File: src/sv/base64_stream_codec_core_assert.svh
// ----------------------------------------------------------------------------
// Assertion macros for the Base64 stream codec
// Concurrent assertion wrappers that compile away when SYNTHESIS is defined.
// ----------------------------------------------------------------------------
`ifndef BASE64_STREAM_CODEC_CORE_ASSERT_SVH
`define BASE64_STREAM_CODEC_CORE_ASSERT_SVH

`ifndef SYNTHESIS

// Property that must hold at every clock edge outside reset.
`define B64SC_ASSERT(name, clk, rst_n, prop) \
    name: assert property (@(posedge clk) disable iff (!rst_n) (prop)) \
        else $error("b64sc assertion failed");

// Condition that must hold in the cycle after the trigger.
`define B64SC_ASSERT_NEXT(name, clk, rst_n, trig, cons) \
    name: assert property (@(posedge clk) disable iff (!rst_n) (trig) |=> (cons)) \
        else $error("b64sc assertion failed");

`else

`define B64SC_ASSERT(name, clk, rst_n, prop)
`define B64SC_ASSERT_NEXT(name, clk, rst_n, trig, cons)

`endif

`endif

File: src/sv/b64sc_pkg.sv
// ----------------------------------------------------------------------------
// Base64 stream codec package
// Payload types, the group record and the alphabet translation functions.
// ----------------------------------------------------------------------------
package b64sc_pkg;

    localparam logic       MODE_ENCODE = 1'b0;
    localparam logic       MODE_DECODE = 1'b1;
    localparam logic [7:0] CHAR_PAD    = 8'h3D;

    typedef struct packed {
        logic [7:0] in_byte;
        logic       in_last;
    } in_t;

    typedef struct packed {
        logic [7:0] out_byte;
        logic       out_last;
        logic       bad_char;
    } out_t;

    // One completed group: up to four results, item 0 goes out first.
    typedef struct packed {
        logic [3:0][7:0] items;
        logic [1:0]      last_idx;
        logic            last;
        logic            err;
    } group_rec_t;

    // 6-bit value to alphabet character.
    function automatic logic [7:0] enc_char(input logic [5:0] idx);
        logic [7:0] r;
        case (idx) inside
            [6'd0:6'd25]:  r = 8'h41 + {2'b00, idx};
            [6'd26:6'd51]: r = 8'h47 + {2'b00, idx};
            [6'd52:6'd61]: r = {2'b00, idx} - 8'h04;
            6'd62:         r = 8'h2B;
            default:       r = 8'h2F;
        endcase
        return r;
    endfunction

    // Character to {in alphabet, 6-bit value}.
    function automatic logic [6:0] dec_char(input logic [7:0] c);
        logic [7:0] d;
        logic [6:0] r;
        d = 8'h00;
        case (c) inside
            [8'h41:8'h5A]: begin
                d = c - 8'h41;
                r = {1'b1, d[5:0]};
            end
            [8'h61:8'h7A]: begin
                d = c - 8'h47;
                r = {1'b1, d[5:0]};
            end
            [8'h30:8'h39]: begin
                d = c + 8'h04;
                r = {1'b1, d[5:0]};
            end
            8'h2B:   r = {1'b1, 6'd62};
            8'h2F:   r = {1'b1, 6'd63};
            default: r = {1'b0, 6'd0};
        endcase
        return r;
    endfunction

endpackage

File: src/sv/b64sc_group.sv
// ----------------------------------------------------------------------------
// Base64 group assembler
// Holds the mode register and the partial group, and builds a group record
// when an input transaction completes a group.
// ----------------------------------------------------------------------------
`include "base64_stream_codec_core_assert.svh"

module b64sc_group (
    input  logic                  aclk,
    input  logic                  aresetn,
    input  logic                  cfg_wr_en,
    input  logic                  cfg_wr_data,
    input  logic                  s_valid,
    output logic                  s_ready,
    input  b64sc_pkg::in_t        s_data,
    input  logic                  pend_full,
    output logic                  rec_valid,
    output b64sc_pkg::group_rec_t rec
);

    logic        mode_reg;
    logic [23:0] bits_reg,  bits_next;
    logic [1:0]  count_reg, count_next;
    logic [1:0]  pad_reg,   pad_next;
    logic        err_reg,   err_next;

    logic        completes;
    logic        accept;
    logic [1:0]  pos_e;
    logic [23:0] enc_bits;
    logic [6:0]  dec;
    logic        is_pad;
    logic [5:0]  v;
    logic [7:0]  c;

    always_comb begin
        c        = s_data.in_byte;
        pos_e    = (count_reg == 2'd3) ? 2'd2 : count_reg;
        dec      = b64sc_pkg::dec_char(c);
        is_pad   = (c == b64sc_pkg::CHAR_PAD) && (count_reg >= 2'd2);
        v        = (is_pad || !dec[6]) ? 6'd0 : dec[5:0];
        enc_bits = bits_reg;
        rec      = '0;
        pad_next = pad_reg;
        err_next = err_reg;

        case (pos_e)
            2'd0:    enc_bits = bits_reg | {c, 16'h0000};
            2'd1:    enc_bits = bits_reg | {8'h00, c, 8'h00};
            default: enc_bits = bits_reg | {16'h0000, c};
        endcase

        if (mode_reg == b64sc_pkg::MODE_ENCODE) begin
            completes  = (pos_e == 2'd2) || s_data.in_last;
            bits_next  = enc_bits;
            count_next = pos_e + 2'd1;
            rec.items[0] = b64sc_pkg::enc_char(enc_bits[23:18]);
            rec.items[1] = b64sc_pkg::enc_char(enc_bits[17:12]);
            rec.items[2] = (pos_e == 2'd0) ? b64sc_pkg::CHAR_PAD
                                           : b64sc_pkg::enc_char(enc_bits[11:6]);
            rec.items[3] = (pos_e != 2'd2) ? b64sc_pkg::CHAR_PAD
                                           : b64sc_pkg::enc_char(enc_bits[5:0]);
            rec.last_idx = 2'd3;
            rec.err      = 1'b0;
        end else begin
            completes  = (count_reg == 2'd3) || s_data.in_last;
            pad_next   = pad_reg + {1'b0, is_pad};
            err_next   = err_reg | (!is_pad && !dec[6]);
            count_next = count_reg + 2'd1;
            case (count_reg)
                2'd0:    bits_next = bits_reg | {v, 18'h0};
                2'd1:    bits_next = bits_reg | {6'h0, v, 12'h0};
                2'd2:    bits_next = bits_reg | {12'h0, v, 6'h0};
                default: bits_next = bits_reg | {18'h0, v};
            endcase
            rec.items[0] = bits_next[23:16];
            rec.items[1] = bits_next[15:8];
            rec.items[2] = bits_next[7:0];
            rec.items[3] = 8'h00;
            // A lone character still yields one byte, its 6-bit value over zero bits, flagged bad.
            rec.last_idx = (count_reg == 2'd0) ? 2'd0 : count_reg - pad_next - 2'd1;
            rec.err      = err_next | (count_reg == 2'd0);
        end
        rec.last = s_data.in_last;
    end

    assign s_ready   = !completes || !pend_full;
    assign accept    = s_valid && s_ready;
    assign rec_valid = accept && completes;

    always_ff @(posedge aclk) begin
        if (!aresetn) begin
            mode_reg  <= b64sc_pkg::MODE_ENCODE;
            bits_reg  <= '0;
            count_reg <= '0;
            pad_reg   <= '0;
            err_reg   <= 1'b0;
        end else if (cfg_wr_en) begin
            mode_reg  <= cfg_wr_data;
            bits_reg  <= '0;
            count_reg <= '0;
            pad_reg   <= '0;
            err_reg   <= 1'b0;
        end else if (accept) begin
            if (completes) begin
                bits_reg  <= '0;
                count_reg <= '0;
                pad_reg   <= '0;
                err_reg   <= 1'b0;
            end else begin
                bits_reg  <= bits_next;
                count_reg <= count_next;
                pad_reg   <= pad_next;
                err_reg   <= err_next;
            end
        end
    end

    `B64SC_ASSERT(a_enc_no_pad, aclk, aresetn, mode_reg || (pad_reg == 2'd0 && !err_reg))
    `B64SC_ASSERT(a_enc_count, aclk, aresetn, mode_reg || count_reg != 2'd3)
    `B64SC_ASSERT(a_pad_bound, aclk, aresetn, pad_reg != 2'd3)

endmodule

File: src/sv/b64sc_emit.sv
// ----------------------------------------------------------------------------
// Base64 result emitter
// Two-entry group buffer that serializes each group record onto the result
// channel, one transaction per cycle while m_ready is high.
// ----------------------------------------------------------------------------
`include "base64_stream_codec_core_assert.svh"

module b64sc_emit (
    input  logic                  aclk,
    input  logic                  aresetn,
    input  logic                  rec_valid,
    input  b64sc_pkg::group_rec_t rec,
    output logic                  pend_full,
    output logic                  m_valid,
    input  logic                  m_ready,
    output b64sc_pkg::out_t       m_data
);

    logic                  act_valid_reg;
    b64sc_pkg::group_rec_t act_reg;
    logic [1:0]            idx_reg;
    logic                  pend_valid_reg;
    b64sc_pkg::group_rec_t pend_reg;

    logic act_at_end;
    logic act_done;
    logic act_free;

    assign act_at_end = (idx_reg == act_reg.last_idx);
    assign act_done   = act_valid_reg && m_ready && act_at_end;
    assign act_free   = !act_valid_reg || act_done;
    assign pend_full  = pend_valid_reg;

    assign m_valid         = act_valid_reg;
    assign m_data.out_byte = act_reg.items[idx_reg];
    assign m_data.out_last = act_reg.last && act_at_end;
    assign m_data.bad_char = act_reg.err;

    always_ff @(posedge aclk) begin
        if (!aresetn) begin
            act_valid_reg  <= 1'b0;
            pend_valid_reg <= 1'b0;
            idx_reg        <= '0;
        end else begin
            if (act_free) begin
                idx_reg <= '0;
                if (pend_valid_reg) begin
                    act_reg        <= pend_reg;
                    act_valid_reg  <= 1'b1;
                    pend_valid_reg <= 1'b0;
                end else if (rec_valid) begin
                    act_reg       <= rec;
                    act_valid_reg <= 1'b1;
                end else begin
                    act_valid_reg <= 1'b0;
                end
            end else begin
                if (m_ready) begin
                    idx_reg <= idx_reg + 2'd1;
                end
                // The input side only completes a group while this slot is empty.
                if (rec_valid) begin
                    pend_reg       <= rec;
                    pend_valid_reg <= 1'b1;
                end
            end
        end
    end

    `B64SC_ASSERT(a_pend_needs_act, aclk, aresetn, !pend_valid_reg || act_valid_reg)
    `B64SC_ASSERT(a_no_overrun, aclk, aresetn, !(rec_valid && pend_valid_reg))
    `B64SC_ASSERT(a_idx_bound, aclk, aresetn, !act_valid_reg || idx_reg <= act_reg.last_idx)
    `B64SC_ASSERT_NEXT(a_pend_drains, aclk, aresetn, act_done && pend_valid_reg,
                       act_valid_reg && idx_reg == 2'd0)

endmodule

File: src/sv/base64_stream_codec_core.sv
// ----------------------------------------------------------------------------
// Base64 stream codec core
// Streaming RFC 4648 Base64 encoder/decoder with a one-bit mode register.
// ----------------------------------------------------------------------------
// With cfg_wr_data low the block encodes bytes into characters, four per group
// of three bytes, padding a short final group with '='; with it high it
// decodes characters into bytes, three per group of four less one per pad,
// and raises bad_char on every byte of a group that held a character outside
// the alphabet. Writing the mode register drops any partial group, so write
// it only between messages. The input side takes one transaction per cycle
// except when one that completes a group meets a full buffer; the result
// side gives one transaction per cycle while m_ready is high, so the
// sustained rate is set by the result port: encoding gives four results per
// three input bytes, decoding fewer than one per character. A completed group
// goes into the emitter's active slot, or into its buffer while one drains.
module base64_stream_codec_core (
    input  logic            aclk,
    input  logic            aresetn,
    input  logic            cfg_wr_en,
    input  logic            cfg_wr_data,
    input  logic            s_valid,
    output logic            s_ready,
    input  b64sc_pkg::in_t  s_data,
    output logic            m_valid,
    input  logic            m_ready,
    output b64sc_pkg::out_t m_data
);

    logic                  rec_valid;
    logic                  pend_full;
    b64sc_pkg::group_rec_t rec;

    b64sc_group u_group (
        .aclk        (aclk),
        .aresetn     (aresetn),
        .cfg_wr_en   (cfg_wr_en),
        .cfg_wr_data (cfg_wr_data),
        .s_valid     (s_valid),
        .s_ready     (s_ready),
        .s_data      (s_data),
        .pend_full   (pend_full),
        .rec_valid   (rec_valid),
        .rec         (rec)
    );

    b64sc_emit u_emit (
        .aclk      (aclk),
        .aresetn   (aresetn),
        .rec_valid (rec_valid),
        .rec       (rec),
        .pend_full (pend_full),
        .m_valid   (m_valid),
        .m_ready   (m_ready),
        .m_data    (m_data)
    );

endmodule
File: config.mk
export PLATFORM = sky130hd
export DESIGN_NAME = base64_stream_codec_core
export DESIGN_NICKNAME = d
export VERILOG_FILES = /design/src/sv/b64sc_pkg.sv /design/src/sv/b64sc_group.sv /design/src/sv/b64sc_emit.sv /design/src/sv/base64_stream_codec_core.sv
export VERILOG_INCLUDE_DIRS = /design/src /design/src/sv
export SDC_FILE = /design/constraint.sdc
export NUM_CORES = 1
export LEC_CHECK = 0
export ABC_AREA = 1
export BUFFER_PORTS_ARGS = -buffer_cell sky130_fd_sc_hd__buf_2
export CORE_MARGIN = 8
export CORE_UTILIZATION = 64
export DETAILED_ROUTE_END_ITERATION = 10
export PLACE_DENSITY = 0.82
export SYNTH_ARGS = -nofsm -noshare
export SYNTH_HDL_FRONTEND = slang
export SYNTH_SLANG_ARGS = --single-unit
File: constraint.sdc
create_clock -name aclk -period 6.1 [get_ports aclk]
set_input_delay 0.915 -clock aclk [delete_from_list [all_inputs] [get_ports aclk]]
set_output_delay 0.915 -clock aclk [all_outputs]
set_load 0.03 [all_outputs]
==> reports/metrics.yaml, run 1 <==
required_ns: 6.22
synth-edff-count: 72
core-area_um2: 12470
power_frac_comb: 0.174
cts_max_level: 3
syn_area_um2: 8043
clkTransAtPathRegs_ns: 0.08
wirelength_um: 21140
grt_start_max_net_pins: 52
die-area_um2: 16410
start_util: 0.6452
final-setup-viol-count: 0
final_net_count: 1164
synth-simple-area-share: 0.3191
finalHoldViolCount: 0
die_h_um: 128.1
yosysWarnings: 0
period_needed_ns: 3.600
cap_violations: 0
cts_buffers: 9
outcome: "complete, no violations"
ys_dominant_reg_cell: "edfxtp_1"
drv_slew: 0
gp_congestion: 0.9392
crit_chain: "inv_6 > o21ai_2 > inv_1 > ha_1 > o21ai_0 > o211ai_1 > nand2_2 > inv_1 > a21oi_1 > nand2_1 > nand3_1 > nand2_1"
start_kind: "flop"
post_cts_resized: 0
synth_cells: 1088
rsz0062_at_grt: "no"
cts.sinks: 106
area_growth_pct: 6.549
clockBufferDepth: 2
grt.overflow.total: 0
slew_headroom: 0.4393
tightest_slew_ns: 0.8359
avgSynthCellArea_um2: 7.392
fill_cells: 1061
arrival_ns: 3.72
ys_async_sr_fraction: 0
pwr-share-seq: 0.482
cp_top_family: "compound AO/OA/AOI/OAI gates"
p_leak_nw: 3.778
switching_share: 0.3002
cp_max_fo: 14
drt_iter0_markers: 1125
rows: 41
first_pass_iters: 7
fp.dieW_um: 128.1
wl_per_cell_um: 16.58
synth_compound_area_frac: 0.1367
placement.setup.worst_slack_ns: 2.548
end_kind: "flop"
largest_register_ffs: 36
crit_type: "reg2reg"
track_usage: 0.2591
hpwl_um: 15300
drive_gt1_frac: 0.1151
synth_top_family_by_area: "simple AND/OR/NAND/NOR gates"
cpPeakStageDelay_ns: 0.87
vias: 7451
ios: 27
io_buffers: 26
crit_buf_inv: 3
ys_seq_elements: 106
drc: 0
antenna_found_initial: 0
fin_setup_tns_ns: 0
cts_tree: "yes"
synthMuxAreaShare: 0
clkPwrFrac: 0.344
cts_setup_buffers: 0
layout_setup_ws_ns: 2.500
cpMaxStageDelayCell: "dfxtp_1"
drtAntennaViolNets: 0
power_density_nw_per_um2: 193.0
switching_power_w: 0.0004964
intPower_w: 0.001157
via_per_inst: 5.844
seq_area_frac_synth: 0.3535
worstSkewPairLatency_ns: 0.36
synth_xor_area_frac: 0.03811
synthAdderAreaFrac: 0.07934
first_global_vias: 6727
irDropWorstVdd_mv: 0.1699
diodes: 0
cts-root-buf: "clkbuf_16"
cts_hold_buf: 0
grt_pass1_wl_um: 34180
hold_path_class: "reg2reg"
synth_fp_nets: 1154
period_share: 0.5902
ys_types: 49
skew_ns: 0.01379
fmax_ghz: 0.2778
## worst min-delay path, stage by stage (launching register included)
cell and delay [ns]:
dfxtp_1 0.31, nand2_1 0.06, a21oi_1 0.06
## synthesized netlist by cell type (11+ instances only)
library cell / number / area (µm²)
a21oi_1: 57 / 285.3
a31oi_1: 15 / 93.84
buf_2: 11 / 55.05
clkbuf_1: 16 / 60.06
dfxtp_1: 34 / 680.7
edfxtp_1: 72 / 2162
ha_1: 51 / 638.1
inv_1: 91 / 341.6
inv_2: 14 / 52.55
nand2_1: 352 / 1321
nand3_1: 93 / 465.5
nand4_1: 21 / 131.4
nor2_1: 74 / 277.8
o21ai_0: 31 / 155.2
o21ai_2: 14 / 122.6
xor2_1: 27 / 236.5
## cells in the final DEF (no fill, tap or decap), types with 9 or more instances in the layout
cell	Yosys	final
a31oi_1	15	15
dfxtp_1	34	33
o211ai_1	9	9
o21ai_0	31	31
inv_2	14	14
nand2_1	352	352
nor2_1	74	73
o21ai_1	9	9
nand2_2	9	9
nand4_1	21	21
nand3_1	93	93
ha_1	51	51
o21ai_2	14	14
a21oi_1	57	57
buf_2	11	26
xor2_1	27	27
inv_1	91	91
edfxtp_1	72	72
clkbuf_16	0	9
## path summary, 6_finish.rpt
| path | from | to | slack, ns | cells past startpoint |
|---|---|---|---|---|
| min reg2reg | u_group.bits_reg[3] | u_group.bits_reg[3] | 0.47 | 2 |
| max reg2reg | u_group.count_reg[1] | u_emit.act_reg[24] | 2.50 | 12 |
| max | u_group.count_reg[1] | u_emit.act_reg[24] | 2.50 | 12 |
| min | u_group.bits_reg[3] | u_group.bits_reg[3] | 0.47 | 2 |
## power by group through the flow
stage          Clock, W  Sequential [W]  Combinational (W)
2_1_floorplan         0        0.000811           0.000208
3_3_place_gp          0        0.000813           0.000276
3_5_place_dp          0        0.000813           0.000280
4_1_cts        0.000568        0.000797           0.000282
5_1_grt        0.000594        0.000798           0.000317
6_report       0.000569        0.000797           0.000288
## layer usage
metal  routed length [µm]  track usage  vias up  share of wire
li1                     -            -     3625              -
met1                 9409       0.3605     3409           0.45
met2                 9429       0.4063      370           0.45
met3                 1810      0.03369       47          0.086
met4                  487      0.08671        0          0.023
met5                    0            0        -              0
## layout make-up
class | count | area, µm² | area share
multi-input cells | 837 | 4618 | 0.5389
flip-flops and latches | 106 | 2844 | 0.3319
inverters | 111 | 421.7 | 0.04920
clock buffers | 10 | 229.0 | 0.02672
well taps | 172 | 215.2 | 0.02511
repair buffers | 33 | 182.7 | 0.02132
clock inverters | 6 | 58.81 | 0.006862
## metrics by stage
| step | util | hold WS, ns | total power, W | area (µm²) | cells |
|---|---|---|---|---|---|
| after floorplan | - | 0.4431 | 0.001019 | 8043 | 1088 |
| after global placement | 0.6644 | 0.4534 | 0.001089 | 8282 | 1259 |
| after detailed placement | 0.6644 | 0.4554 | 0.001093 | 8282 | 1259 |
| after CTS | 0.6874 | 0.4683 | 0.001646 | 8569 | 1275 |
| after global routing | 0.6874 | 0.4807 | 0.001709 | 8569 | 1275 |
| final | 0.6874 | 0.4690 | 0.001654 | 8569 | 1275 |
## logic make-up (layout without fill, tap and decap cells)
logic type | count (synthesis) | count (layout)
AO/OA/AOI/OAI | 168 | 168
AND/OR/NAND/NOR | 583 | 583
flip-flops | 106 | 106
buffers and inverters | 145 | 160
adder cells (fa/ha/maj) | 51 | 51
XOR/XNOR | 35 | 35
Power figures use the tool's default switching activity.
==> run 2, diff against run 1 <==
- ABC_AREA: 1 -> 0
- CORE_UTILIZATION: 64 -> 57
- PLACE_DENSITY: 0.82 -> 0.77
- clock period: 6.1 -> 3.3 ns (I/O delays scaled with it)
==> run 2 against run 1 <==
Against the previous run: first-iteration DRC count decreased by 25%; critical endpoint is now u_emit.act_reg[20]; synthesized cell count decreased by 21%; cell count decreased by 14%; non-clock buffer count increased by 57; flip-flop and latch count unchanged; count of clock-buffer cells in the layout unchanged; worst hold slack got worse by 0.059 ns.
==> reports/metrics.yaml, run 2 <==
reg2reg_setup_slack_ns: 0.11  # -2.39 ns
crit_start: "u_group.count_reg[1]"
largest_register_ffs: 36  # unchanged
synth_xor_area_frac: 0.02646  # -0.01165
ys_seq_elements: 106  # unchanged
grt.overflow.total: 0  # unchanged
ios: 27  # unchanged
ys_types: 92  # +88%
first_pass_iters: 8  # +1
grt_start_max_net_pins: 37  # -29%
clkTransAtPathRegs_ns: 0.08  # about the same
cts_setup_buffers: 0  # unchanged
rsz0062_at_grt: "no"
synth_top_family_by_area: "compound AO/OA/AOI/OAI gates"
wl_per_cell_um: 21.38  # +29%
dpl.cell_count: 1080  # -14%
p_leak_nw: 3.393  # -10%
gp_congestion: 0.9657  # +2.8%
ys_async_sr_fraction: 0  # unchanged
final_cell_mix: "nand2_1, a21oi_1, edfxtp_1, buf_4, nor2_1"
start_util: 0.5768  # -0.06842
cts-root-buf: "clkbuf_16"
synth_common_cells: "nand2_1, a21oi_1, edfxtp_1"
tightest_slew_ns: 0.7058  # -0.1301 ns
fp.dieW_um: 134.1  # +4.6%
switching_share: 0.2722  # -0.02797
synth-edff-count: 72  # unchanged
rows: 43  # +4.9%
final-setup-viol-count: 0  # unchanged
cp_top_family: "simple AND/OR/NAND/NOR gates"
power_frac_comb: 0.176  # +0.002
synthMuxAreaShare: 0.06662  # +0.06662
synth_fp_nets: 925  # -20%
power_density_nw_per_um2: 361.4  # +87%
synth_cells: 859  # -21%
cpMaxStageDelayCell: "nor4_1"
wirelength_um: 23430  # +11%
period_share: 0.9661  # +0.3759
io_buffers: 26  # unchanged
drtAntennaViolNets: 0  # unchanged
yosysTopAreaCell: "edfxtp_1"
cpPeakStageDelay_ns: 0.45  # -0.42 ns
final_cells: 1096  # -14%
final_core_util: 0.6464  # -0.04101
r2r-start: "u_group.count_reg[1]"
skew_ns: 0.008802  # -0.004990 ns
cts_buffers: 9  # unchanged
die_h_um: 134.1  # +4.6%
outcome: "complete, no violations"
yosysMostFrequentCell: "nand2_1"
ff2ff_path_depth: 10  # -2
crit_end: "u_emit.act_reg[20]"
antenna_found_initial: 0  # unchanged
cap_violations: 0  # unchanged
crit_chain: "buf_12 > and3b_1 > or2_2 > ha_1 > nor4_1 > a2bb2oi_2 > a21oi_1 > mux2i_1 > a21oi_1 > mux2_2"
final_common_cell: "nand2_1"
hpwl_um: 17870  # +17%
worstSkewPairLatency_ns: 0.35  # about the same
ys_dominant_reg_cell: "edfxtp_1"
cp.depth: 10  # -2
clkPwrFrac: 0.364  # +0.020
cts_max_level: 3  # unchanged
cp_max_fo: 33  # +19
syn_area_um2: 7944  # -1.2%
crit_path_frequent_cell: "a21oi_1"
vias: 7078  # -5.0%
start_kind: "flop"
crit_buf_inv: 1  # -2
first_global_vias: 6620  # -1.6%
p_total_w: 0.003218  # +95%
synth_top_area_frac: 0.2722  # +0.003345
track_usage: 0.2647  # +0.005593
cts.sinks: 106  # unchanged
post_cts_resized: 0  # unchanged
drt_iter0_markers: 840  # -25%
fin_setup_tns_ns: 0  # unchanged
avgSynthCellArea_um2: 9.248  # +25%
synth_compound_area_frac: 0.2504  # +0.1137
hold_path_class: "in2reg"
drc: 0  # unchanged
seq_area_frac_synth: 0.3579  # +0.004398
arrival_ns: 3.29  # -0.43 ns
switching_power_w: 0.0008760  # +76%
intPower_w: 0.002342  # +100%
diodes: 0  # unchanged
pwr-share-seq: 0.460  # -0.022
irDropWorstVdd_mv: 0.2560  # +51%
drive_gt1_frac: 0.1943  # +0.07918
yosysWarnings: 0  # unchanged
clockBufferDepth: 2  # unchanged
grt_pass1_wl_um: 37540  # +9.8%
period_needed_ns: 3.188  # -0.4120 ns
synthTopCellsByArea: "edfxtp_1, dfxtp_1, ha_1"
cts_hold_buf: 0  # unchanged
final_net_count: 977  # -16%
required_ns: 3.40  # -2.82 ns
core-area_um2: 13770  # +10%
synth-simple-area-share: 0.1726  # -0.1464
timing.rr.end: "u_emit.act_reg[20]"
end_kind: "flop"
area_growth_pct: 12.08
finalHoldViolCount: 0  # unchanged
fmax_ghz: 0.3137  # +13%
drv_slew: 0  # unchanged
crit_type: "reg2reg"
slew_headroom: 0.5245  # +0.08520
die-area_um2: 17970  # +9.5%
via_per_inst: 6.458  # +11%
synthAdderAreaFrac: 0.08033  # +0.0009872
cts_tree: "yes"
==> run 2: changes by cell type after synthesis, sizes merged, moves of 10 or more <==
cell    before  now
a211oi       3   19
a21o         1   17
a21oi       61   82
and2         0   10
inv        106   33
mux2         0   23
nand2      368   84
nand3      100   20
nand4       21    9
nor2        80   63
nor2b        0   12
nor3         4   14
o21ai       62   50
xor2        27   11
==> run 2: area by class of cell <==
| class | instances | area, µm² |
|---|---|---|
| clock buffer | 10 | 229.0 |
| clock inverter | 6 | 90.09 |
| fill | 1166 | 4870 |
| inverter | 34 | 127.6 |
| multi-input combinational | 670 | 4763 |
| sequential | 106 | 2845 |
| tap | 180 | 225.2 |
| timing repair buffer | 90 | 623.1 |
==> run 2: metal layers <==
metal,track usage,up-vias,part of all wire,routed length (µm)
met3,0.03628,49,0.091,2132
met5,0,-,0,0
met1,0.3697,3327,0.43,10040
met2,0.4077,371,0.45,10480
li1,-,3331,-,-
met4,0.1004,0,0.033,776
==> run 2: cell families after synthesis <==
logic type / after synthesis
mux: 40
fa+ha+maj: 51
compound gates: 286
flops: 106
simple gates: 269
buf+inv: 83
xor+xnor: 24
==> run 2: power by group through the flow <==
stage,clock network [W],logic (W),registers [W]
floorplan,0,0.000372,0.00150
global placement,0,0.000543,0.00151
detailed placement,0,0.000550,0.00151
CTS,0.00117,0.000554,0.00148
global route,0.00122,0.000610,0.00148
finish,0.00117,0.000567,0.00148
==> run 2: worst min path at each step <==
| stage | slack, ns | cells past startpoint | end | from |
|---|---|---|---|---|
| floorplan | 0.45 | 2 | u_group.bits_reg[0] | u_group.bits_reg[0] |
| global placement | 0.46 | 2 | u_group.bits_reg[19] | u_group.bits_reg[19] |
| detailed placement | 0.47 | 2 | u_group.bits_reg[19] | u_group.bits_reg[19] |
| CTS | 0.39 | 1 | u_emit.pend_reg[1] | s_data[0] |
| global route | 0.39 | 1 | u_emit.pend_reg[1] | s_data[0] |
| finish | 0.41 | 3 | u_group.mode_reg | cfg_wr_data |
==> run 2: through the flow <==
step / hold WS (ns) / setup WS, ns / cell area [µm²]
finish: 0.4096 / 0.1118 / 8904
floorplan: 0.4471 / 0.05187 / 7955
global placement: 0.4647 / 0.02268 / 8578
CTS: 0.3891 / 0.07895 / 8897
global route: 0.3902 / 0.002959 / 8904
detailed placement: 0.4709 / -0.02679 / 8578
==> run 2: worst register-to-register path, cell delays in order (launching register included) <==
cell	delay, ns
dfxtp_2	0.40
buf_12	0.21
and3b_1	0.22
or2_2	0.32
ha_1	0.29
nor4_1	0.45
a2bb2oi_2	0.13
a21oi_1	0.31
mux2i_1	0.23
a21oi_1	0.10
mux2_2	0.29
==> run 3, diff against run 2 <==
- ABC_AREA: 0 -> 1
- CORE_UTILIZATION: 57 -> 69
- PLACE_DENSITY: 0.77 -> 0.87
- clock period: 3.3 -> 4 ns (I/O delays scaled with it)
==> run 3 against run 2 <==
Against the previous run: flip-flop and latch count unchanged; count of clock-buffer cells in the layout decreased by 1; maximum frequency decreased by 5.5%; power decreased by 20%; register-to-register slack improved by 0.52 ns; cell count increased by 14%; first-iteration DRC count increased by 54%; critical path type unchanged; critical endpoint is now u_emit.act_reg[21].
==> reports/metrics.yaml, run 3 (synthesis results as in run 1) <==
track_usage: 0.2974  # +0.03268
first_pass_iters: 6  # -2
rows: 39  # -9.3%
cts-root-buf: "clkbuf_16"
crit_buf_inv: 3  # +2
switching_power_w: 0.0008017  # -8.5%
die_h_um: 124.0  # -7.5%
diodes: 0  # unchanged
crit_chain: "inv_6 > o21ai_2 > inv_1 > ha_1 > o21ai_0 > o211ai_1 > nand2_2 > inv_1 > nor2_1 > nand2_1 > nand4_1 > nand2_1 > nand3_1 > nand2_1"
start_kind: "flop"
multi_input_area_um2: 4624  # -2.9%
cts_max_level: 3  # unchanged
final_net_count: 1168  # +20%
ios: 27  # unchanged
tightest_slew_ns: 0.9744  # +0.2686 ns
pwr-share-seq: 0.471  # +0.011
start_util: 0.7044  # +0.1276
hold_start: "s_data[0]"
final-setup-viol-count: 0  # unchanged
slew_headroom: 0.3464  # -0.1781
wl_per_cell_um: 17.88  # -16%
skew_ns: 0.01221  # +0.003410 ns
intPower_w: 0.001785  # -24%
r2r-start: "u_group.count_reg[1]"
worstSkewPairLatency_ns: 0.36  # about the same
irDropWorstVdd_mv: 0.3669  # +43%
cap_violations: 0  # unchanged
timing.rr.end: "u_emit.act_reg[21]"
post_cts_resized: 0  # unchanged
power_density_nw_per_um2: 300.0  # -17%
drv_slew: 0  # unchanged
ff2ff_path_depth: 14  # +4
cp_max_fo: 14  # -58%
drive_gt1_frac: 0.1192  # -0.07508
fill_cells: 876  # -25%
outcome: "complete, no violations"
clkPwrFrac: 0.356  # -0.008
gp_congestion: 0.9951  # +3.0%
finalHoldViolCount: 0  # unchanged
cpPeakStageDelay_ns: 0.84  # +0.39 ns
clkTransAtPathRegs_ns: 0.09  # about the same
grt_pass1_wl_um: 36030  # -4.0%
period_share: 0.8432  # -0.1229
hold_path_class: "in2reg"
final_cell_mix: "nand2_1, nand3_1, inv_1, nor2_1, edfxtp_1"
crit_path_frequent_cell: "nand2_1"
cts_tree: "yes"
fin_setup_tns_ns: 0  # unchanged
via_per_inst: 6.180  # -4.3%
area_growth_pct: 7.187
fmax_ghz: 0.2965  # -5.5%
clockBufferDepth: 2  # unchanged
crit_type: "reg2reg"
end_kind: "flop"
fp.dieW_um: 124.0  # -7.5%
die-area_um2: 15370  # -14%
arrival_ns: 3.49  # +0.20 ns
holdWs_ns: 0.4628  # +0.05324 ns
switching_share: 0.3099  # +0.03770
drt_iter0_markers: 1295  # +54%
cpMaxStageDelayCell: "dfxtp_1"
hpwl_um: 15980  # -11%
cts_hold_buf: 0  # unchanged
power_frac_comb: 0.174  # -0.002
largest_register_ffs: 36  # unchanged
hold_path_depth: 1  # -2
cp_top_family: "compound AO/OA/AOI/OAI gates"
reg2reg_setup_slack_ns: 0.63  # +0.52 ns
first_global_vias: 6992  # +5.6%
io_buffers: 26  # unchanged
hold_path_end: "u_emit.pend_reg[1]"
period_needed_ns: 3.373  # +0.1845 ns
antenna_found_initial: 0  # unchanged
drtAntennaViolNets: 0  # unchanged
wirelength_um: 22350  # -4.6%
final_common_cell: "nand2_1"
seq_area_um2: 2844  # about the same
p_leak_nw: 3.822  # +13%
vias: 7725  # +9.1%
cts_buffers: 9  # unchanged
required_ns: 4.12  # +0.72 ns
drc: 0  # unchanged
core-area_um2: 11420  # -17%
cts.sinks: 106  # unchanged
cts_setup_buffers: 0  # unchanged
grt_start_max_net_pins: 52  # +41%
rsz0062_at_grt: "no"
grt.overflow.total: 0  # unchanged
-- run 3: changes by cell type in the layout (fill, tap and decap cells not counted), sizes merged, moves of 21 or more --
| cell | change |
|---|---|
| nand2 | +284 |
| inv | +76 |
| nand3 | +80 |
| a21oi | -21 |
| buf | -53 |
| mux2 | -23 |
-- run 3: per-layer routing --
layer | global-route usage | routed length [µm] | vias up
met4 | 0.09888 | 420 | 0
met3 | 0.06256 | 2613 | 47
met2 | 0.4743 | 10430 | 531
met1 | 0.3957 | 8888 | 3506
li1 | - | - | 3641
met5 | 0 | 0 | -
-- run 3: worst max path at each step --
stage                     cells after the start            endpoint  slack [ns]                  from
after floorplan                               9  u_emit.pend_reg[0]        0.40  u_group.count_reg[1]
after global placement                       14  u_emit.act_reg[23]        0.76  u_group.count_reg[1]
after detailed placement                     14  u_emit.act_reg[21]        0.74  u_group.count_reg[1]
after CTS                                    14  u_emit.act_reg[21]        0.74  u_group.count_reg[1]
after global routing                         14  u_emit.act_reg[23]        0.37  u_group.count_reg[1]
final                                        14  u_emit.act_reg[21]        0.63  u_group.count_reg[1]
-- run 3: power groups by stage --
stage	combinational, W	sequential, W	clock (W)
finish	0.000449	0.00122	0.000920
global route	0.000490	0.00122	0.000964
CTS	0.000436	0.00122	0.000918
detailed placement	0.000431	0.00124	0
global placement	0.000420	0.00124	0
floorplan	0.000317	0.00124	0
-- run 3: layout make-up --
type / count / area share
Timing Repair Buffer: 37 / 0.02758
Inverter: 111 / 0.04891
Tap cell: 143 / 0.02075
Multi-Input combinational cell: 837 / 0.5364
Sequential cell: 106 / 0.3299
Clock inverter: 7 / 0.01030
Clock buffer: 9 / 0.02612
-- run 3: stage by stage --
step	area, µm²	power, W	cells	setup slack (ns)	util
6_report	8621	0.002587	1250	0.6272	0.7550
5_1_grt	8621	0.002673	1250	0.3653	0.7550
4_1_cts	8621	0.002571	1250	0.7409	0.7550
3_5_place_dp	8307	0.001673	1234	0.7351	0.7275
3_3_place_gp	8307	0.001661	1234	0.7641	0.7275
2_1_floorplan	8048	0.001554	1088	0.4042	-
